<file path="config.mk">
export PLATFORM = sky130hd
export DESIGN_NAME = faq_mul
export DESIGN_NICKNAME = d
export VERILOG_FILES = /design/src/faq_pkg.sv /design/src/faq_mul.sv
export SDC_FILE = /design/constraint.sdc
export NUM_CORES = 2
export LEC_CHECK = 0
export ABC_AREA = 1
export BUFFER_PORTS_ARGS = -buffer_cell sky130_fd_sc_hd__buf_2
export CAP_MARGIN = 15
export CELL_PAD_IN_SITES_DETAIL_PLACEMENT = 1
export CELL_PAD_IN_SITES_GLOBAL_PLACEMENT = 2
export CORE_ASPECT_RATIO = 2
export CORE_MARGIN = 10
export CORE_UTILIZATION = 40
export CTS_CLUSTER_DIAMETER = 60
export DETAILED_ROUTE_END_ITERATION = 6
export PLACE_DENSITY_LB_ADDON = 0.1
export SLEW_MARGIN = 20
export SYNTH_ARGS = -nofsm -noshare
export SYNTH_HDL_FRONTEND = slang
export SYNTH_SLANG_ARGS = --single-unit
</file>
<file path="constraint.sdc">
create_clock -name clk -period 14.3 [get_ports clk]
set_input_delay 1.43 -clock clk [delete_from_list [all_inputs] [get_ports clk]]
set_output_delay 1.43 -clock clk [all_outputs]
set_load 0.005 [all_outputs]
</file>
<file path="src/faq_pkg.sv">
// ----------------------------------------------------------------------------
// faq_pkg
// shared types, codes and defaults of the q24.8 fixed-point alu
// ----------------------------------------------------------------------------
package faq_pkg;

  // default number of fraction bits
  localparam int FRAC_BITS_DEF = 8;

  // quotient bits resolved per divider stage
  localparam int DIV_STEP_BITS = 4;

  typedef enum logic [4:0] {
    CMD_ADD        = 5'd0,
    CMD_SUB        = 5'd1,
    CMD_MUL        = 5'd2,
    CMD_DIV        = 5'd3,
    CMD_GT         = 5'd4,
    CMD_LT         = 5'd5,
    CMD_GE         = 5'd6,
    CMD_LE         = 5'd7,
    CMD_EQ         = 5'd8,
    CMD_NE         = 5'd9,
    CMD_MIN        = 5'd10,
    CMD_MAX        = 5'd11,
    CMD_INC        = 5'd12,
    CMD_DEC        = 5'd13,
    CMD_FROM_INT   = 5'd14,
    CMD_FROM_FLOAT = 5'd15,
    CMD_TO_INT     = 5'd16,
    CMD_TO_FLOAT   = 5'd17
  } cmd_t;

  typedef enum logic [1:0] {
    ST_OK   = 2'd0,
    ST_DIV0 = 2'd1,
    ST_SAT  = 2'd2
  } status_t;

  // result of the float to fixed unit
  typedef struct packed {
    logic [31:0] res;
    logic        sat;
  } ff_res_t;

endpackage

</file>
<file path="src/faq_mul.sv">
// ----------------------------------------------------------------------------
// faq_mul
// two-stage rounded fixed-point multiply
// ----------------------------------------------------------------------------
module faq_mul
  import faq_pkg::*;
#(
  parameter int FRAC_BITS = FRAC_BITS_DEF
) (
  input  logic               clk,
  input  logic               en,
  input  logic signed [31:0] a,
  input  logic signed [31:0] b,
  output logic        [31:0] res
);

  logic signed [63:0] prod_r;
  logic        [31:0] res_r;

  // full product, then scale with half-up rounding
  always_ff @(posedge clk) begin
    if (en) begin
      prod_r <= a * b;
      res_r  <= 32'(prod_r >>> FRAC_BITS) + {31'd0, prod_r[FRAC_BITS-1]};
    end
  end

  assign res = res_r;

endmodule

</file>
==> flow_summary.ini <==
[drt]
1st_iter_drt_viols = 664
remaining_drc_errors = 0
vias_per_cell = 4.92
dr_total_vias = 21500
totalWireLength_mm = 98.8
routed_wire_length_per_instance_um = 22.6
antenna_violating_nets_post_route = 0
drt_pre_antenna_iters = 5

[cts]
postCtsSetupBuffers = 0
root_buffer = clkbuf_16
clock_tree.buffer_depth = 2
clkTransAtPathRegs_ns = 0.05
cts_made_buffers = 9
holdBufCountCts = 0
clock_tree.htree_level_count = 3
cts-resized-gates = 0
worstSkewPairLatency_ns = 0.34
tritoncts_clock_tree = built
numClockSinks = 65

[worst_setup_path]
path_class = input pin to register
critical_path_peak_fanout = 32
start_point_of_the_critical_path = b[4]
critPathRequiredTime_ns = 14.37
crit_path_cell_chain = buf_2 -> nand2_1 -> inv_1 -> fa_1 -> fa_1 -> inv_1 -> fa_1 -> fa_1 -> inv_1 -> fa_1 -> fa_1 -> fa_1 -> fa_1 -> ha_1 -> a21o_1 -> a31oi_1 -> o21ai_0 -> a21oi_1 -> nand2_1 -> a21oi_1 -> xnor2_1
crit_path_end_kind = register
worst_ep_arrival_time_ns = 8.77
path_buf_inv = 4
rr_startpoint = prod_r[8]$_DFFE_PP_
critPathMaxStageDelay_ns = 0.65
cpLargestDelayFamily = adder cells
critical_path.slowest_cell = buf_2
crit_top_cell = fa_1
cp-start-kind = input pin

[yosys]
synth.area.mux_share_pct = 0
postSynth.topFlopCell = edfxtp_1
fraction_of_synthesized_cell_area_in_xor_and_xnor_cells_pct = 2.10
area_share_of_fa_ha_maj_cells_after_synthesis_pct = 53.9
post_synth.cell_area_avg_um2 = 7.85
synth_compound_area_share_pct = 2.17
ys_ff_latch = 65
post_syn_nets = 4364
synth.lib_cells_used.distinct = 39
synth_sequential_area_ratio_pct = 7.10
dominant_combinational_cell_family_by_area_after_synthesis = adder cells
synth_edf_count = 65
synth_warnings = 0
synthesis.area_mm2 = 0.0275
synthArstFlopShare_pct = 0
post_synthesis_simple_gate_area_fraction_pct = 16.1
syn_inst = 3499

[global_route]
globalRouteMet1Util_pct = 23.4
grt_most_used_layer = met2
via_count_of_the_first_global_routing_pass = 26100
grt.met2_usage_pct = 53.1
grt_pass1_wl_mm = 152
grt_antenna_before_repair = 0
gr-total-overflow = 0
grt_start_max_net_pins = 66
grt_use_total_pct = 25.5
groute.layer.met3.usage_pct = 1.74

[timing]
slew_violations = 0
setup_viol = 0
finalWorstPathRequiredPeriod_ns = 8.69
max_clock_freq_mhz = 115
worst_hold_slack_ns = 0.562
finalSetupTns_ns = 0
finalClockSkew_ns = 0.00378
grt_setup_unrepaired = no
slew_headroom_pct = 30.9
final_hold_viols = 0
post-route-worst-setup-slack_ns = 5.61
timing_worst_slew_pin_value_ns = 1.04
post-route-period-util_pct = 60.8

[layout]
mostFrequentLayoutCell = inv_1
stdcell_area_mm2 = 0.0289
area_delta_synth_final_pct = 5.10
fillers = 8401
most_used_cells_in_the_layout_excluding_fill_and_tap_cells = inv_1, nand2_1, fa_1
num_antenna_cells = 0
final_layout_size_suffix_gt1_share_pct = 4.18
nNetsFinal = 4333

[place]
gp_routability_congestion = 0.885
post_dp_cell_area_mm2 = 0.0286
dpl.hpwl_mm = 82.2
pre_cts_ws_ns = 5.31
portBuffers = 97

[run_status]
run_status = finished clean

[min_path]
hold_path.class = register to register
hold_start = prod_r[8]$_DFFE_PP_

[floorplanning]
std_cell_rows = 135
floorplan.initialDensity_pct = 40.5
die_w_um = 205
chipHeight_um = 391
io-pin-count = 98
die-area_mm2 = 0.0802
coreArea_mm2 = 0.0679

[flow_run]
max_cap_viol_count = 0
[layout make-up]
type	count	area [um^2]	area share (%)
Clock buffer	13	240	0.832
Sequential cell	65	1950	6.76
Clock inverter	3	65.1	0.225
Multi-Input combinational cell	2078	20400	70.7
Tap cell	890	1110	3.85
Timing Repair Buffer	107	561	1.94
Inverter	1207	4530	15.7
[kinds of logic (layout without fill, tap and decap cells)]
kind of cell / Yosys count / count (layout)
compound gates: 103 / 103
buf+inv: 1356 / 1330
flops: 65 / 65
xor+xnor: 66 / 66
simple gates: 1110 / 1110
fa+ha+maj: 799 / 799
[cell usage after synthesis (5+ instances only)]
| cell type | count | share of area, % |
|---|---|---|
| inv_1 | 1205 | 16 |
| nand2_1 | 938 | 13 |
| fa_1 | 642 | 47 |
| ha_1 | 157 | 7.1 |
| clkbuf_1 | 120 | 1.6 |
| edfxtp_1 | 65 | 7.1 |
| nor2_1 | 63 | 0.86 |
| nand3_1 | 60 | 1.1 |
| xor2_1 | 45 | 1.4 |
| a21oi_1 | 40 | 0.73 |
| o21ai_0 | 25 | 0.46 |
| xnor2_1 | 21 | 0.67 |
| buf_1 | 15 | 0.20 |
| a31oi_1 | 14 | 0.32 |
| buf_2 | 13 | 0.24 |
| nor3_1 | 13 | 0.24 |
| a21o_1 | 11 | 0.30 |
| nand3b_1 | 5 | 0.14 |
| nand4_1 | 5 | 0.11 |
| or2_2 | 5 | 0.11 |
[state kept, by name, summed over array words and instances, names as in the netlist]
register  flops
prod_r       33
res          32
[metrics by stage]
stage	instances	utilization, %
after floorplan	3499	-
after global placement	4347	42.1
after detailed placement	4347	42.1
after CTS	4363	42.5
after global routing	4363	42.5
final	4363	42.5
[layer usage]
metal	share of wire, %	vias up
met5	0	-
met4	5.9	0
met3	2.2	213
met2	61	429
met1	31	11300
li1	-	9548
[path summary, 6_finish.rpt]
path | slack [ns] | cells past startpoint | end
setup reg to reg | 11.90 | 13 | res[30]$_DFFE_PP_
hold / removal | 0.56 | 1 | res[0]$_DFFE_PP_
setup / recovery | 5.61 | 21 | prod_r[30]$_DFFE_PP_
hold reg to reg | 0.56 | 1 | res[0]$_DFFE_PP_
Power is left out: the tool's default activity adds up to more than one toggle a clock period on the data nets, which glitch-free logic cannot reach.
