File: src/faq_pkg.sv
// ----------------------------------------------------------------------------
// faq_pkg
// shared types, codes and defaults of the q24.8 fixed-point alu
// ----------------------------------------------------------------------------
package faq_pkg;

  // default number of fraction bits
  localparam int FRAC_BITS_DEF = 8;

  // quotient bits resolved per divider stage
  localparam int DIV_STEP_BITS = 4;

  typedef enum logic [4:0] {
    CMD_ADD        = 5'd0,
    CMD_SUB        = 5'd1,
    CMD_MUL        = 5'd2,
    CMD_DIV        = 5'd3,
    CMD_GT         = 5'd4,
    CMD_LT         = 5'd5,
    CMD_GE         = 5'd6,
    CMD_LE         = 5'd7,
    CMD_EQ         = 5'd8,
    CMD_NE         = 5'd9,
    CMD_MIN        = 5'd10,
    CMD_MAX        = 5'd11,
    CMD_INC        = 5'd12,
    CMD_DEC        = 5'd13,
    CMD_FROM_INT   = 5'd14,
    CMD_FROM_FLOAT = 5'd15,
    CMD_TO_INT     = 5'd16,
    CMD_TO_FLOAT   = 5'd17
  } cmd_t;

  typedef enum logic [1:0] {
    ST_OK   = 2'd0,
    ST_DIV0 = 2'd1,
    ST_SAT  = 2'd2
  } status_t;

  // result of the float to fixed unit
  typedef struct packed {
    logic [31:0] res;
    logic        sat;
  } ff_res_t;

endpackage

File: src/faq_div.sv
// ----------------------------------------------------------------------------
// faq_div
// pipelined restoring divider, DIV_STEP_BITS quotient bits per stage
// ----------------------------------------------------------------------------
module faq_div
  import faq_pkg::*;
#(
  parameter int FRAC_BITS = FRAC_BITS_DEF
) (
  input  logic               clk,
  input  logic               en,
  input  logic signed [31:0] a,
  input  logic signed [31:0] b,
  output logic        [31:0] res,
  output logic               div0
);

  localparam int DW   = 32 + FRAC_BITS;
  localparam int NDIV = (DW + DIV_STEP_BITS - 1) / DIV_STEP_BITS;
  localparam int NW   = NDIV * DIV_STEP_BITS;

  logic [NW-1:0] num_r  [0:NDIV];
  logic [31:0]   rem_r  [0:NDIV];
  logic [31:0]   den_r  [0:NDIV];
  logic          neg_r  [0:NDIV];
  logic          zero_r [0:NDIV];
  logic [31:0]   res_r;
  logic          div0_r;
  logic [31:0]   amag;
  logic [31:0]   bmag;
  logic [31:0]   q;

  assign amag = a[31] ? 32'(-a) : a;
  assign bmag = b[31] ? 32'(-b) : b;

  // operand magnitudes and scaled dividend
  always_ff @(posedge clk) begin
    if (en) begin
      num_r[0]  <= NW'({amag, {FRAC_BITS{1'b0}}});
      rem_r[0]  <= '0;
      den_r[0]  <= bmag;
      neg_r[0]  <= a[31] ^ b[31];
      zero_r[0] <= (b == '0);
    end
  end

  // division steps
  for (genvar s = 0; s < NDIV; s++) begin : g_step
    logic [NW-1:0] num_nxt;
    logic [31:0]   rem_nxt;

    always_comb begin
      logic [32:0]   t;
      logic [31:0]   r;
      logic [NW-1:0] n;
      r = rem_r[s];
      n = num_r[s];
      for (int k = 0; k < DIV_STEP_BITS; k++) begin
        t = {r, n[NW-1]};
        n = {n[NW-2:0], 1'b0};
        if (t >= {1'b0, den_r[s]}) begin
          t    = t - {1'b0, den_r[s]};
          n[0] = 1'b1;
        end
        r = t[31:0];
      end
      num_nxt = n;
      rem_nxt = r;
    end

    always_ff @(posedge clk) begin
      if (en) begin
        num_r[s+1]  <= num_nxt;
        rem_r[s+1]  <= rem_nxt;
        den_r[s+1]  <= den_r[s];
        neg_r[s+1]  <= neg_r[s];
        zero_r[s+1] <= zero_r[s];
      end
    end
  end

  // sign of the quotient and divide by zero
  assign q = num_r[NDIV][31:0];

  always_ff @(posedge clk) begin
    if (en) begin
      res_r  <= zero_r[NDIV] ? '0 : (neg_r[NDIV] ? 32'(-q) : q);
      div0_r <= zero_r[NDIV];
    end
  end

  assign res  = res_r;
  assign div0 = div0_r;

endmodule

File: config.mk
export PLATFORM = sky130hd
export DESIGN_NAME = faq_div
export DESIGN_NICKNAME = d
export VERILOG_FILES = /design/src/faq_pkg.sv /design/src/faq_div.sv
export SDC_FILE = /design/constraint.sdc
export NUM_CORES = 2
export LEC_CHECK = 0
export BUFFER_PORTS_ARGS = -buffer_cell sky130_fd_sc_hd__buf_2
export CORE_MARGIN = 3
export CORE_UTILIZATION = 60
export DETAILED_ROUTE_END_ITERATION = 10
export GPL_TIMING_DRIVEN = 1
export HOLD_SLACK_MARGIN = 0.15
export PLACE_DENSITY_LB_ADDON = 0.12
export REMOVE_ABC_BUFFERS = 1
export SETUP_SLACK_MARGIN = 0.5
export SYNTH_ARGS = -nofsm -noshare
export SYNTH_HDL_FRONTEND = slang
export SYNTH_SLANG_ARGS = --single-unit
File: constraint.sdc
create_clock -name clk -period 24.7 [get_ports clk]
set_input_delay 3.705 -clock clk [delete_from_list [all_inputs] [get_ports clk]]
set_output_delay 3.705 -clock clk [all_outputs]
set_load 0.01 [all_outputs]
==> impl_metrics.py <==
metrics = {
    "detailed_routing": {
        "firstDrtPassIters": 8,
        "drc_errors": 0,
        "vias": 93960,
        "drt-wirelength-per-cell_um": 24.32,
        "wirelength_um": 346900,
        "drtIter0Drc": 9147,
        "ant_nets": 0,
        "viasPerCell": 6.587,
    },
    "setup_path": {
        "startpoint_type": "register",
        "crit_required_ns": 25.22,
        "max_stage_delay_ns": 0.73,
        "arrival_ns": 17.98,
        "path_buf_inv": 9,
        "critPathKind": "reg -> reg",
        "cp_max_fo": 44,
        "r2r-end": "rem_r[5][11]",
        "cp-end-kind": "register",
        "slowest_stage": "edfxtp_1",
        "crit_path_frequent_cell": "o21ai_0",
        "r2r_slack_ns": 7.24,
        "rr_worst_depth": 54,
        "r2r-start": "den_r[4][1]",
        "crit_family": "compound AO/OA/AOI/OAI gates",
    },
    "final_layout": {
        "final_cell_mix": "ha_1, a21oi_1, edfxtp_1",
        "num-nets-final": 13200,
        "syn_to_final_growth_pct": 6.115,
        "fin_cells": 14260,
        "mostFrequentLayoutCell": "ha_1",
        "drive_above_1_share_pct": 8.414,
        "final_util_pct": 64.51,
    },
    "clock_tree": {
        "ctsLongestPathBuffers": 3,
        "cts-root-buf": "clkbuf_16",
        "numCtsBuffers": 106,
        "clk_pin_slew_worst_paths_ns": 0.07,
        "htreeDepth": 3,
        "cts_tree": "built",
        "cts_setup_buffers": 0,
        "clkSinkCount": 951,
        "ctsResizeCount": 0,
        "hold_buffers": 0,
        "clk_latency_ns": 0.79,
    },
    "synth": {
        "synth_edf_count": 951,
        "ys_ff_latch": 951,
        "avgSynthCellArea_um2": 8.840,
        "synthCells": 11880,
        "netlist_area_um2": 105000,
        "ys.flop_type": "edfxtp_1",
        "synth_cell_type_count": 104,
        "synth_seq_area_share_pct": 27.20,
        "yosysWarnings": 0,
        "async_flop_share_pct": 0,
    },
    "sta": {
        "period_share_pct": 70.68,
        "maxClockFrequency_mhz": 57.28,
        "final-hold-violation-count": 0,
        "layout_setup_ws_ns": 7.242,
        "fin_skew_ns": 0.06592,
        "rsz0062_at_grt": "false",
        "tns_ns": 0,
        "period_minus_slack_ns": 17.46,
        "slew_viol_final": 0,
        "setup_viol": 0,
        "worst_pin_slew_ns": 1.431,
        "slew_headroom_pct": 3.384,
    },
    "hold_path": {
        "hold_end": "neg_r[5]",
        "min_from": "neg_r[4]",
        "hold_class": "reg -> reg",
        "hold_depth": 0,
    },
    "global_route": {
        "grt_usage_pct": 37.15,
        "grt_max_degree": 183,
        "grt_pass1_vias": 89060,
        "globalRoute.totalOverflow": 0,
        "grt_pass1_wl_um": 521200,
        "antenna_found_initial": 10,
    },
    "status": {
        "status": "completed",
    },
    "placed_design": {
        "gp_congestion": 1.019,
        "post-dp-hpwl_um": 281800,
        "port_buffers": 98,
        "dp_cells": 14060,
        "place_ws_ns": 7.521,
    },
    "die": {
        "start_util_pct": 60.79,
        "core_area_um2": 172700,
        "dieArea_um2": 180000,
        "rows": 152,
        "die_w_um": 424.3,
        "die_h_um": 424.3,
        "io_pins": 99,
    },
    "flow_run": {
        "cap_violations": 0,
    },
}
-- registers in the layout, indices dropped and copies added (netlist names) --
| signal | cells |
|---|---|
| num_r | 288 |
| res | 32 |
| div0 | 1 |
| zero_r | 11 |
| den_r | 320 |
| neg_r | 11 |
| rem_r | 288 |
-- per-stage QoR --
step                hold slack (ns)  cell area [um^2]
finish                       0.4062            111400
floorplan                    0.4003            103800
detailed placement           0.4045            107800
CTS                          0.4057            111400
global route                 0.4107            111400
global placement             0.4014            107800
-- worst register-to-register path, delay by kind of cell, from the launching register on --
kind	cells	cell delay [ns]
AOI/OAI and AO/OA	31	9.25
adders and majority gates	4	1.35
buffers and inverters	9	2.18
DFF	1	0.73
muxes	1	0.26
and+or+nand+nor	9	3.44
-- logic make-up after synthesis --
| group | Yosys count | share of synthesized area [%] |
|---|---|---|
| compound gates | 3814 | 23.48 |
| buf+inv | 1029 | 3.795 |
| simple gates | 3077 | 14.14 |
| flops | 951 | 27.20 |
| xor+xnor | 1106 | 9.227 |
| fa+ha+maj | 1280 | 15.49 |
| mux | 619 | 6.662 |
-- cell usage after synthesis (97+ instances only) --
master    number  area [um^2]
inv_1        738         2770
edfxtp_1     951        28560
nor2b_1      166         1039
nor3_1       189        945.9
nand2_1      792         2973
xor2_1       349         3057
a31oi_1      109        681.9
a211oi_1      97        728.2
mux2_2       504         5675
nand2b_1     170         1064
a21oi_1     1140         5705
nand4_1      195         1220
o21a_1       200         1501
ha_1        1247        15600
xnor2_1      757         6630
o21ai_0      763         3819
a21o_1       602         4519
o21bai_1     156         1171
nor2_1       881         3307
nand3_1      211         1056
clkbuf_1     210        788.3
-- metal layers --
layer	wire length, um	vias to the layer above	global-route usage, %
met5	9	-	0
met4	30150	2	26.91
met3	27630	1072	6.352
met2	153300	4072	58.97
met1	135800	44390	45.65
li1	-	44420	-
-- layout make-up --
cell class	instances	area, um^2
multi-input combinational	9896	72580
fill	14430	61280
sequential	951	28560
tap	2310	2890
inverter	747	2806
clock buffer	116	2690
timing repair buffer	156	948.4
clock inverter	79	905.9
antenna	9	22.52
-- worst max path at each step --
stage / from / to / depth (start not counted)
2_1_floorplan: den_r[8][22] / rem_r[9][10] / 47
3_3_place_gp: den_r[4][1] / rem_r[5][30] / 54
3_5_place_dp: den_r[4][1] / rem_r[5][29] / 57
4_1_cts: den_r[4][1] / rem_r[5][29] / 57
5_1_grt: den_r[4][1] / rem_r[5][29] / 54
6_report: den_r[4][1] / rem_r[5][11] / 54
Power is left out: the tool's default activity adds up to more than one toggle a clock period on the data nets, which glitch-free logic cannot reach.
