## src/faq_delay.sv

```systemverilog
// ----------------------------------------------------------------------------
// faq_delay
// enabled shift line that aligns a unit result with the pipeline end
// ----------------------------------------------------------------------------
module faq_delay #(
  parameter int WIDTH = 32,
  parameter int DEPTH = 1
) (
  input  logic             clk,
  input  logic             en,
  input  logic [WIDTH-1:0] d,
  output logic [WIDTH-1:0] q
);

  logic [WIDTH-1:0] tap_r [0:DEPTH-1];

  // shift on every advance of the pipeline
  always_ff @(posedge clk) begin
    if (en) begin
      tap_r[0] <= d;
      for (int i = 1; i < DEPTH; i++) begin
        tap_r[i] <= tap_r[i-1];
      end
    end
  end

  assign q = tap_r[DEPTH-1];

endmodule

```

## config.mk

```make
export PLATFORM = sky130hd
export DESIGN_NAME = faq_delay
export DESIGN_NICKNAME = d
export VERILOG_FILES = /design/src/faq_delay.sv
export SDC_FILE = /design/constraint.sdc
export NUM_CORES = 1
export LEC_CHECK = 0
export BUFFER_PORTS_ARGS = -buffer_cell sky130_fd_sc_hd__buf_2
export CAP_MARGIN = 15
export CORE_ASPECT_RATIO = 1.5
export CORE_MARGIN = 1.5
export CORE_UTILIZATION = 39
export DETAILED_ROUTE_END_ITERATION = 16
export PLACE_DENSITY = 0.85
export SLEW_MARGIN = 20
export SYNTH_ARGS = -nofsm -noshare
export SYNTH_HDL_FRONTEND = slang
export SYNTH_SLANG_ARGS = --single-unit
```

## constraint.sdc

```tcl
create_clock -name clk -period 0.8 [get_ports clk]
set_input_delay 0 -clock clk [delete_from_list [all_inputs] [get_ports clk]]
set_output_delay 0 -clock clk [all_outputs]
set_load 0.01 [all_outputs]
```

==> reports/metrics.yaml, run 1 <==
switching_share_pct: 20.97
cp_max_fo: 1
core_area_sq_um: 2286
slew-limit-headroom_pct: 92.47
overflow: 0
synth.avg_cell_area_sq_um: 30.03
cp-end-kind: "output pin"
final_util_pct: 75.31
rows: 21
top_regs: "tap_r (32)"
largest_register: "tap_r"
p_switching_uw: 682.4
layout_setup_ws_ps: -55.75
hold_violations: 0
cts_tree: "done"
largest_register_ffs: 32
die_w_um: 43.53
yosys.area.top_type: "edfxtp_1"
diodes: 0
crit_required_ps: 800
via_per_inst: 4.385
dp_cells: 122
drv_slew: 0
post_cts_resized: 0
maxCapViolCount: 0
fmax_mhz: 1169
start_util_pct: 42.04
critPathBufInv: 1
grt_pass1_vias: 725
grt_max_degree: 17
drt_iter0_drc: 4
yosys.cell_count.top_type: "edfxtp_1"
htreeDepth: 2
path_cells: "buf_2"
cts_buffers: 5
num_io_pins: 66
clk_path_buf_depth: 2
dieArea_sq_um: 2777
slowest_delay_ps: 390
ys_seq_area_share_pct: 100.0
cts_setup_buffers: 0
place_congestion: 0.6390
final_cells: 161
finalSetupViolCount: 31
drc_errors: 0
synthCells: 32
violations: "setup timing"
port-buffer-count: 65
fin_crit_ps: 855.8
cts.sinks: 32
slowest_stage: "edfxtp_1"
wire_per_inst_um: 12.80
p_leak_uw: 0.0007494
synthFlopType: "edfxtp_1"
timing.final.crit_share_pct: 107.0
worstHoldPathType: "primary input to flop"
synth_fp_nets: 66
multi_input_cells: 0
whs_ps: 115.4
multi_input_area_sq_um: 0
clk_pin_slew_ps: 90
clock-root-buffer: "clkbuf_4"
run_status: "finished with violations"
synthArstFlopShare_pct: 0
seq_power_share_pct: 62.1
grt_pass1_wl_um: 3118
pwr-share-clk_pct: 24.3
grt_usage_pct: 16.39
setup_tns_ps: -726.3
die_h_um: 63.80
dr.pass1.iters: 4
max-vdd-ir-drop_mv: 1.482
synth.distinct_cells: 1
crit_family: "flip-flops"
antenna_found_initial: 0
combPwrFrac_pct: 13.6
cp.arrival_ps: 860
synth_area_leaders: "edfxtp_1 100%"
yosysWarnings: 0
powerDensity_nw_per_um2: 1890
drive_gt1_share_pct: 52.90
ant_nets: 0
tightest_slew_ps: 113.7
final_nets: 172
critPathLaunchType: "flop"
drt-total-wl_um: 2060
synth_edf_count: 32
yosys.area.top_type_share_pct: 100.0
critPathKind: "flop to output pin"
area_growth_pct: 79.17
p_int_uw: 2571
via_count: 706
fillCellCount: 135
grt_setup_unrepaired: "yes"
ys_ff_latch: 32
synth.top_cells.by_count: "32 x edfxtp_1"
pre_cts_ws_ps: 197.2
syn_area_sq_um: 960.9
==> cell families after synthesis <==
family / after synthesis / synth area share [%]
flip-flops: 32 / 100.0
==> path summary, 6_finish.rpt <==
check                    start           to  slack [ps]  cells after the start
setup / recovery  tap_r[0][28]        q[28]         -60                      1
hold / removal              en  tap_r[0][4]         120                      2
==> timing repair <==
item                                   4_1_cts  5_1_grt
endpoints found under the hold margin       32        0
setup endpoints to repair                   32       32
gates cloned                                 0        0
hold buffers                                32        0
==> power by group through the flow <==
stage	sequential [uW]	combinational [uW]	clock [uW]
after CTS	2020	443	833
after global routing	2030	474	921
after floorplan	2140	0	0
final	2020	444	790
after detailed placement	2060	325	0
after global placement	2050	315	0
==> cell type report <==
type / instances / area [sq um] / area share (%)
clock inverter: 1 / 5.005 / 0.2907
tap: 23 / 28.78 / 1.672
timing repair buffer: 99 / 685.7 / 39.83
clock buffer: 6 / 41.29 / 2.398
sequential: 32 / 960.9 / 55.81
==> per-layer routing <==
| layer | track usage, % | vias to the layer above | routed length (um) |
|---|---|---|---|
| met3 | 8.757 | 2 | 188 |
| li1 | - | 340 | - |
| met4 | 7.955 | 0 | 21 |
| met2 | 28.92 | 49 | 1149 |
| met1 | 14.34 | 315 | 700 |
| met5 | 0 | - | 0 |
==> cell usage in the layout (no fill, tap or decap) <==
cell type | netlist | final
edfxtp_1 | 32 | 32
clkbuf_4 | 0 | 5
clkbuf_1 | 0 | 1
buf_2 | 0 | 65
dlygate4sd3_1 | 0 | 32
buf_12 | 0 | 2
clkinv_2 | 0 | 1
==> stage by stage <==
| stage | total power, uW | instance area, sq um |
|---|---|---|
| 5_1_grt | 3426 | 1722 |
| 2_1_floorplan | 2137 | 960.9 |
| 3_5_place_dp | 2382 | 1355 |
| 3_3_place_gp | 2367 | 1355 |
| 4_1_cts | 3297 | 1722 |
| 6_report | 3253 | 1722 |
Note: power is estimated with default switching activity, not from simulation.
==> run 2: changes to the inputs <==
- PLACE_DENSITY: 0.85 -> 0.74
==> reports/metrics.yaml, run 2 (synthesis gave the netlist of run 1 again) <==
critPathKind: "flop to output pin"  # unchanged
area_growth_pct: 77.08  # was 79.17%
wire_per_inst_um: 13.09  # was 12.80 um
post_cts_resized: 0  # unchanged
die_w_um: 43.53  # unchanged
overflow: 0  # unchanged
start_util_pct: 42.04  # unchanged
layout_setup_ws_ps: -93.60  # was -55.75 ps
dieArea_sq_um: 2777  # unchanged
final_nets: 171  # was 172
slew-limit-headroom_pct: 88.99  # was 92.47%
antenna_found_initial: 0  # unchanged
drt_iter0_drc: 9  # was 4
crit_required_ps: 800  # about the same
via_per_inst: 4.456  # was 4.385
drc_errors: 0  # unchanged
diodes: 0  # unchanged
fin_crit_ps: 893.6  # was 855.8 ps
largest_register: "tap_r"  # unchanged
fillCellCount: 148  # was 135
num_io_pins: 66  # unchanged
clk_pin_slew_ps: 90  # about the same
hold_depth: 2  # unchanged
multi_input_area_sq_um: 0  # unchanged
port-buffer-count: 65  # unchanged
htreeDepth: 2  # unchanged
tightest_slew_ps: 165.2  # was 113.7 ps
critPathLaunchType: "flop"  # unchanged
largest_register_ffs: 32  # unchanged
worstHoldPathType: "primary input to flop"  # unchanged
final_util_pct: 74.44  # was 75.31%
slowest_delay_ps: 400  # was 390 ps
grt_usage_pct: 16.95  # was 16.39%
powerDensity_nw_per_um2: 1916  # was 1890 nW/um^2
run_status: "finished with violations"  # unchanged
cts_buffers: 5  # unchanged
place_congestion: 0.7074  # was 0.6390
path_cells: "buf_2"  # unchanged
multi_input_cells: 0  # unchanged
top_regs: "tap_r (32)"  # unchanged
hold_violations: 0  # unchanged
grt_max_degree: 33  # was 17
maxCapViolCount: 0  # unchanged
min_from: "en"  # unchanged
ant_nets: 0  # unchanged
max-vdd-ir-drop_mv: 1.369  # was 1.482 mV
drv_slew: 0  # unchanged
most-common-layout-cells: "65 x buf_2, 32 x dlygate4sd3_1, 32 x edfxtp_1"  # unchanged
grt_pass1_wl_um: 3249  # was 3118 um
grt_pass1_vias: 766  # was 725
cts_tree: "done"  # unchanged
drt-total-wl_um: 2095  # was 2060 um
cts.sinks: 32  # unchanged
clock-root-buffer: "clkbuf_4"  # unchanged
cp_max_fo: 1  # unchanged
cp-end-kind: "output pin"  # unchanged
critPathBufInv: 1  # unchanged
slowest_stage: "edfxtp_1"  # unchanged
finalSetupViolCount: 32  # was 31
crit_path_start: "tap_r[0][21]"  # was tap_r[0][28]
violations: "setup timing"  # unchanged
core_area_sq_um: 2286  # unchanged
crit_family: "flip-flops"  # unchanged
clk_path_buf_depth: 2  # unchanged
die_h_um: 63.80  # unchanged
drive_gt1_share_pct: 52.55  # was 52.90%
p_leak_uw: 0.0007400  # was 0.0007494 uW
via_count: 713  # was 706
dr.pass1.iters: 3  # was 4
grt_setup_unrepaired: "yes"  # unchanged
timing.final.crit_share_pct: 111.7  # was 107.0%
path_depth: 1  # unchanged
cp.arrival_ps: 890  # was 860 ps
whs_ps: 121.0  # was 115.4 ps
rows: 21  # unchanged
layout_commonest_cell: "buf_2"  # unchanged
fmax_mhz: 1119  # was 1169 MHz
run 2: cell count changes in the layout (fill, tap and decap cells not counted), sizes merged:
cell,change
buf,-1
run 2: per-layer routing:
| layer | GRT usage [%] | wire [um] | part of all wire, % |
|---|---|---|---|
| met5 | 0 | 0 | 0 |
| met4 | 7.955 | 36 | 1.7 |
| met3 | 7.062 | 213 | 10 |
| met2 | 31.34 | 1139 | 54 |
| met1 | 14.82 | 705 | 34 |
run 2: timing repair:
item	CTS	global route
pin swaps	0	0
hold buffers	32	0
setup endpoints to repair	32	32
endpoints found under the hold margin	32	0
setup buffers	0	0
run 2: report_power, final:
group / internal (uW) / total, uW / switching [uW]
combinational: 250 / 432 / 182
clock: 323 / 810 / 487
sequential: 1990 / 2020 / 29.8
run 2: area by class of cell:
cell class | count | area (sq um) | share of cell area [%]
sequential | 32 | 960.9 | 56.47
timing repair buffer | 98 | 665.6 | 39.12
clock buffer | 6 | 41.29 | 2.426
tap | 23 | 28.78 | 1.691
clock inverter | 1 | 5.005 | 0.2941
run 2: worst paths after layout:
| path | endpoint |
|---|---|
| worst max-delay path | q[21] |
| worst min-delay path | tap_r[0][30] |
run 2: through the flow:
stage	TNS (ps)	cell area [sq um]	power, uW	setup WS, ps	cells
2_1_floorplan	0	960.9	2137	406.2	32
6_report	-1177	1702	3261	-93.60	160
5_1_grt	-2686	1702	3405	-141.9	160
4_1_cts	-1674	1702	3284	-84.33	160
3_5_place_dp	0	1335	2365	182.8	121
3_3_place_gp	0	1335	2360	195.8	121
