`src/faq_pkg.sv`:
```
// ----------------------------------------------------------------------------
// faq_pkg
// shared types, codes and defaults of the q24.8 fixed-point alu
// ----------------------------------------------------------------------------
package faq_pkg;

  // default number of fraction bits
  localparam int FRAC_BITS_DEF = 8;

  // quotient bits resolved per divider stage
  localparam int DIV_STEP_BITS = 4;

  typedef enum logic [4:0] {
    CMD_ADD        = 5'd0,
    CMD_SUB        = 5'd1,
    CMD_MUL        = 5'd2,
    CMD_DIV        = 5'd3,
    CMD_GT         = 5'd4,
    CMD_LT         = 5'd5,
    CMD_GE         = 5'd6,
    CMD_LE         = 5'd7,
    CMD_EQ         = 5'd8,
    CMD_NE         = 5'd9,
    CMD_MIN        = 5'd10,
    CMD_MAX        = 5'd11,
    CMD_INC        = 5'd12,
    CMD_DEC        = 5'd13,
    CMD_FROM_INT   = 5'd14,
    CMD_FROM_FLOAT = 5'd15,
    CMD_TO_INT     = 5'd16,
    CMD_TO_FLOAT   = 5'd17
  } cmd_t;

  typedef enum logic [1:0] {
    ST_OK   = 2'd0,
    ST_DIV0 = 2'd1,
    ST_SAT  = 2'd2
  } status_t;

  // result of the float to fixed unit
  typedef struct packed {
    logic [31:0] res;
    logic        sat;
  } ff_res_t;

endpackage

```
`src/faq_x2f.sv`:
```
// ----------------------------------------------------------------------------
// faq_x2f
// four-stage fixed to ieee single conversion, round to nearest even
// ----------------------------------------------------------------------------
module faq_x2f
  import faq_pkg::*;
#(
  parameter int FRAC_BITS = FRAC_BITS_DEF
) (
  input  logic               clk,
  input  logic               en,
  input  logic signed [31:0] a,
  output logic        [31:0] res
);

  logic        sign1_r, sign2_r, sign3_r;
  logic        zero1_r, zero2_r, zero3_r;
  logic [31:0] mag1_r, mag2_r;
  logic [4:0]  p2_r, p3_r;
  logic [31:0] norm3_r;
  logic [31:0] res_r;
  logic [4:0]  p_nxt;
  logic        rnd;
  logic [24:0] keep;
  logic [5:0]  pe;
  logic [7:0]  ex;

  // sign and magnitude
  always_ff @(posedge clk) begin
    if (en) begin
      sign1_r <= a[31];
      zero1_r <= (a == '0);
      mag1_r  <= a[31] ? 32'(-a) : a;
    end
  end

  // leading one position
  always_comb begin
    p_nxt = '0;
    for (int i = 0; i < 32; i++) begin
      if (mag1_r[i]) p_nxt = 5'(i);
    end
  end

  always_ff @(posedge clk) begin
    if (en) begin
      sign2_r <= sign1_r;
      zero2_r <= zero1_r;
      mag2_r  <= mag1_r;
      p2_r    <= p_nxt;
    end
  end

  // normalize with the leading one at the top
  always_ff @(posedge clk) begin
    if (en) begin
      sign3_r <= sign2_r;
      zero3_r <= zero2_r;
      p3_r    <= p2_r;
      norm3_r <= mag2_r << (5'd31 - p2_r);
    end
  end

  // round, renormalize on carry, pack
  assign rnd  = norm3_r[7] && ((norm3_r[6:0] != '0) || norm3_r[8]);
  assign keep = {1'b0, norm3_r[31:8]} + {24'd0, rnd};
  assign pe   = {1'b0, p3_r} + {5'd0, keep[24]};
  assign ex   = 8'(pe) - 8'(FRAC_BITS) + 8'd127;

  always_ff @(posedge clk) begin
    if (en) begin
      if (zero3_r) begin
        res_r <= '0;
      end else begin
        res_r <= {sign3_r, ex, keep[24] ? keep[23:1] : keep[22:0]};
      end
    end
  end

  assign res = res_r;

endmodule
```
`config.mk`:
```
export PLATFORM = sky130hd
export DESIGN_NAME = faq_x2f
export DESIGN_NICKNAME = d
export VERILOG_FILES = /design/src/faq_pkg.sv /design/src/faq_x2f.sv
export SDC_FILE = /design/constraint.sdc
export NUM_CORES = 1
export LEC_CHECK = 0
export ABC_AREA = 1
export BUFFER_PORTS_ARGS = -buffer_cell sky130_fd_sc_hd__clkbuf_2
export CELL_PAD_IN_SITES_DETAIL_PLACEMENT = 0
export CELL_PAD_IN_SITES_GLOBAL_PLACEMENT = 2
export CORE_MARGIN = 5
export CORE_UTILIZATION = 35
export DETAILED_ROUTE_END_ITERATION = 8
export PLACE_DENSITY = 0.76
export SYNTH_ARGS = -nofsm -noshare
export SYNTH_HDL_FRONTEND = slang
export SYNTH_SLANG_ARGS = --single-unit
```
`constraint.sdc`:
```
create_clock -name clk -period 5.15 [get_ports clk]
set_input_delay 1.03 -clock clk [delete_from_list [all_inputs] [get_ports clk]]
set_output_delay 1.03 -clock clk [all_outputs]
set_load 0.1 [all_outputs]
```
==> out/qor.tcl <==
set qor(status) {complete, no violations}
set qor(timing.fmax_ghz) 0.2752
set qor(port-buffer-count) 65
set qor(number_of_global_route_vias_before_repair) 5464
set qor(synthesis.area_um2) 7746
set qor(maximum_level_of_the_cts_h_tree) 4
set qor(setup.worst_path.start_class) {register}
set qor(library_cell_with_the_largest_summed_area_after_synthesis) {sky130_fd_sc_hd__edfxtp_1}
set qor(synth.most_common_cell) {sky130_fd_sc_hd__nand2_1}
set qor(worst-setup-path-type) {reg -> reg}
set qor(ys_seq_area_share_pct) 55.82
set qor(netlist.area_leader.share_pct) 55.82
set qor(final_estimated_routing_congestion_in_global_placement) 0.8484
set qor(drt_wl_total_mm) 16.12
set qor(routed_via_density) 4.631
set qor(power-per-cell-area_nw_per_um2) 357.8
set qor(drive_gt1_share_pct) 13.93
set qor(report.final.slew_viol_count) 0
set qor(dpl_cell_area_um2) 8334
set qor(worstPathArrival_ps) 3790
set qor(yosys-top-cells-count) {sky130_fd_sc_hd__nand2_1 (203), sky130_fd_sc_hd__edfxtp_1 (144), sky130_fd_sc_hd__inv_1 (87), sky130_fd_sc_hd__o21ai_0 (85), sky130_fd_sc_hd__nor2_1 (74)}
set qor(period_minus_slack_ps) 3634
set qor(synthArstFlopShare_pct) 0
set qor(drt.antenna.violating_nets) 0
set qor(hold_path.class) {reg -> reg}
set qor(diodes) 0
set qor(gr-total-overflow) 0
set qor(max_slew.worst_pin.slew_ps) 1011
set qor(timing.final.hold_violations) 0
set qor(std_cell_rows) 54
set qor(synth_enable_flop_cells) 144
set qor(die_width_um) 158.8
set qor(pre_cts_ws_ps) 1507
set qor(power.total_uw) 3192
set qor(syn-instance-count) 844
set qor(syn2layout_area_growth_pct) 15.17
set qor(cts_hold_buffers) 0
set qor(ys_seq_elements) 144
set qor(grt_start_max_net_pins) 112
set qor(cts_tree) {done}
set qor(cts-root-buf) {sky130_fd_sc_hd__clkbuf_16}
set qor(finalSetupTns_ps) 0
set qor(floorplan.die_area_um2) 25210
set qor(finish.net_count) 938
set qor(critPathRequiredTime_ps) 5300
set qor(clock_sink_count) 144
set qor(setup_viol_count_final) 0
set qor(top_ports) 66
set qor(clock_insertion_delay_worst_skew_ps) 420
set qor(max_cap_violations) 0
set qor(clk_pin_slew_ps) 60
set qor(leakagePower_uw) 0.003677
set qor(global_route_wire_length_before_repair_mm) 27.31
set qor(grt_use_total_pct) 13.14
set qor(syn_nets) 883
set qor(finish.instance_area_um2) 8921
set qor(post-dp-hpwl_mm) 12.24
set qor(critical_path_fanouts_max) 4
set qor(setup_slack_ps) 1516
set qor(synth_top_flop_cell) {sky130_fd_sc_hd__edfxtp_1}
set qor(synth_cell_type_count) 41
set qor(placeableCoreArea_um2) 21820
set qor(final_min_period_over_clock_period_pct) 70.57
set qor(grt_setup_unrepaired) {false}
set qor(cts_setup_buffers) 0
set qor(drt-pass1-iter-count) 5
set qor(die-height_um) 158.8
set qor(finClkSkew_ps) 9.068
set qor(number_of_design_rule_violations_left_by_the_first_detailed_router_iteration) 370
set qor(ir_drop_uv) 158.7
set qor(numCtsBuffers) 17
set qor(ctsResizeCount) 0
set qor(detail_route.drc_violations) 0
set qor(end_kind) {register}
set qor(synth_area_leaders) {sky130_fd_sc_hd__edfxtp_1 (56%), sky130_fd_sc_hd__nand2_1 (9.8%), sky130_fd_sc_hd__o21ai_0 (5.5%), sky130_fd_sc_hd__inv_1 (4.2%), sky130_fd_sc_hd__nor2_1 (3.6%)}
set qor(route.detailed.wl_per_inst_um) 13.52
set qor(via_count) 5520
set qor(syn_area_per_cell_um2) 9.178
set qor(relSlewSlack_pct) 32.49
set qor(count_of_yosys_warnings_during_synthesis) 0
set qor(number_of_antenna_violations_at_the_first_check_in_global_routing) 0
set qor(initial_core_util_pct) 35.49
set qor(ctsLongestPathBuffers) 2
## per-layer routing
metal | GRT usage, % | part of all wire [%] | vias up
met4 | 4.458 | 1.2 | 0
li1 | - | - | 2965
met5 | 0 | 0 | -
met1 | 16.27 | 45 | 2444
met2 | 23.06 | 50 | 96
met3 | 2.411 | 3.2 | 15
## cells in the final DEF, fill, tap and decap left out, types with 3 or more instances in the layout
master | Yosys | final
sky130_fd_sc_hd__nor3_1 | 15 | 15
sky130_fd_sc_hd__a31oi_1 | 4 | 4
sky130_fd_sc_hd__nand3_1 | 43 | 43
sky130_fd_sc_hd__nand3_2 | 3 | 3
sky130_fd_sc_hd__xnor2_1 | 20 | 20
sky130_fd_sc_hd__nor3_2 | 3 | 3
sky130_fd_sc_hd__inv_2 | 4 | 4
sky130_fd_sc_hd__mux2i_1 | 9 | 9
sky130_fd_sc_hd__a22oi_1 | 5 | 5
sky130_fd_sc_hd__nor2_1 | 74 | 74
sky130_fd_sc_hd__clkinvlp_4 | 0 | 3
sky130_fd_sc_hd__clkbuf_16 | 0 | 17
sky130_fd_sc_hd__nor4_1 | 5 | 5
sky130_fd_sc_hd__o211ai_1 | 5 | 5
sky130_fd_sc_hd__xor2_1 | 25 | 25
sky130_fd_sc_hd__clkinv_4 | 0 | 5
sky130_fd_sc_hd__ha_1 | 5 | 5
sky130_fd_sc_hd__buf_4 | 1 | 5
sky130_fd_sc_hd__inv_1 | 87 | 87
sky130_fd_sc_hd__o22ai_1 | 4 | 4
sky130_fd_sc_hd__edfxtp_1 | 144 | 144
sky130_fd_sc_hd__nand4_1 | 7 | 7
sky130_fd_sc_hd__nand2_1 | 203 | 203
sky130_fd_sc_hd__a21oi_1 | 33 | 33
sky130_fd_sc_hd__or2_2 | 8 | 8
sky130_fd_sc_hd__clkbuf_2 | 0 | 64
sky130_fd_sc_hd__inv_6 | 0 | 3
sky130_fd_sc_hd__o21ai_0 | 85 | 85
## through the flow
step	utilization [%]	hold slack, ps	std cells
6_report	40.88	420.8	1192
2_1_floorplan	-	400.3	844
3_5_place_dp	38.19	405.4	1160
5_1_grt	40.88	428.0	1192
3_3_place_gp	38.19	404.9	1160
4_1_cts	40.88	419.2	1192
## cells by family (layout without fill, tap and decap cells)
family,Yosys count,count (layout),synth area share [%]
compound gates,141,141,9.869
xor+xnor,45,45,5.088
buf+inv,126,194,6.154
simple gates,374,374,21.10
mux,9,9,1.163
fa+ha+maj,5,5,0.8076
flops,144,144,55.82
## worst max-delay path, cell delays in order (launching register included)
cell                       delay [ps]
sky130_fd_sc_hd__edfxtp_1         340
sky130_fd_sc_hd__nand2_1           70
sky130_fd_sc_hd__inv_2             60
sky130_fd_sc_hd__ha_1             170
sky130_fd_sc_hd__nand2_1           90
sky130_fd_sc_hd__nor3b_2          260
sky130_fd_sc_hd__nand3_2          120
sky130_fd_sc_hd__nor3_2           200
sky130_fd_sc_hd__inv_2             70
sky130_fd_sc_hd__nor2_4           120
sky130_fd_sc_hd__nand3_2          100
sky130_fd_sc_hd__nor3_4           170
sky130_fd_sc_hd__nand3_2          140
sky130_fd_sc_hd__nor2_4           130
sky130_fd_sc_hd__nand2_1           90
sky130_fd_sc_hd__inv_1             70
sky130_fd_sc_hd__ha_1             150
sky130_fd_sc_hd__ha_1             240
sky130_fd_sc_hd__inv_1             60
sky130_fd_sc_hd__ha_1             130
sky130_fd_sc_hd__inv_1             40
sky130_fd_sc_hd__or2_2            300
sky130_fd_sc_hd__o21ai_0          170
sky130_fd_sc_hd__a21oi_1           90
## final cells by class
| type | instances | area, um2 |
|---|---|---|
| clock buffer | 17 | 425.4 |
| clock inverter | 15 | 161.4 |
| fill | 2255 | 12900 |
| inverter | 92 | 345.3 |
| multi-input combinational | 574 | 2945 |
| sequential | 144 | 4324 |
| tap | 280 | 350.3 |
| timing repair buffer | 70 | 369.1 |
## worst paths after layout
check	start	end	slack, ps	depth (start not counted)
worst max register to register	norm3_r[7]	res[27]	1520	23
worst min register to register	sign2_r	sign3_r	420	0
worst max-delay path	norm3_r[7]	res[27]	1520	23
worst min-delay path	sign2_r	sign3_r	420	0
## sequential cells by signal, summed over array words and instances (netlist names)
signal   cells
sign1_r      1
norm3_r     32
sign3_r      1
zero1_r      1
p3_r         5
mag2_r      32
zero3_r      1
sign2_r      1
p2_r         5
mag1_r      32
zero2_r      1
res         32
## power by group
part | leakage (uW) | internal, uW | switching [uW]
clock network | 0.000278 | 718 | 495
registers | 0.00142 | 1420 | 60.2
logic | 0.00198 | 133 | 370
total | 0.00368 | 2270 | 925
No activity file was read; power rests on OpenSTA's default activity.
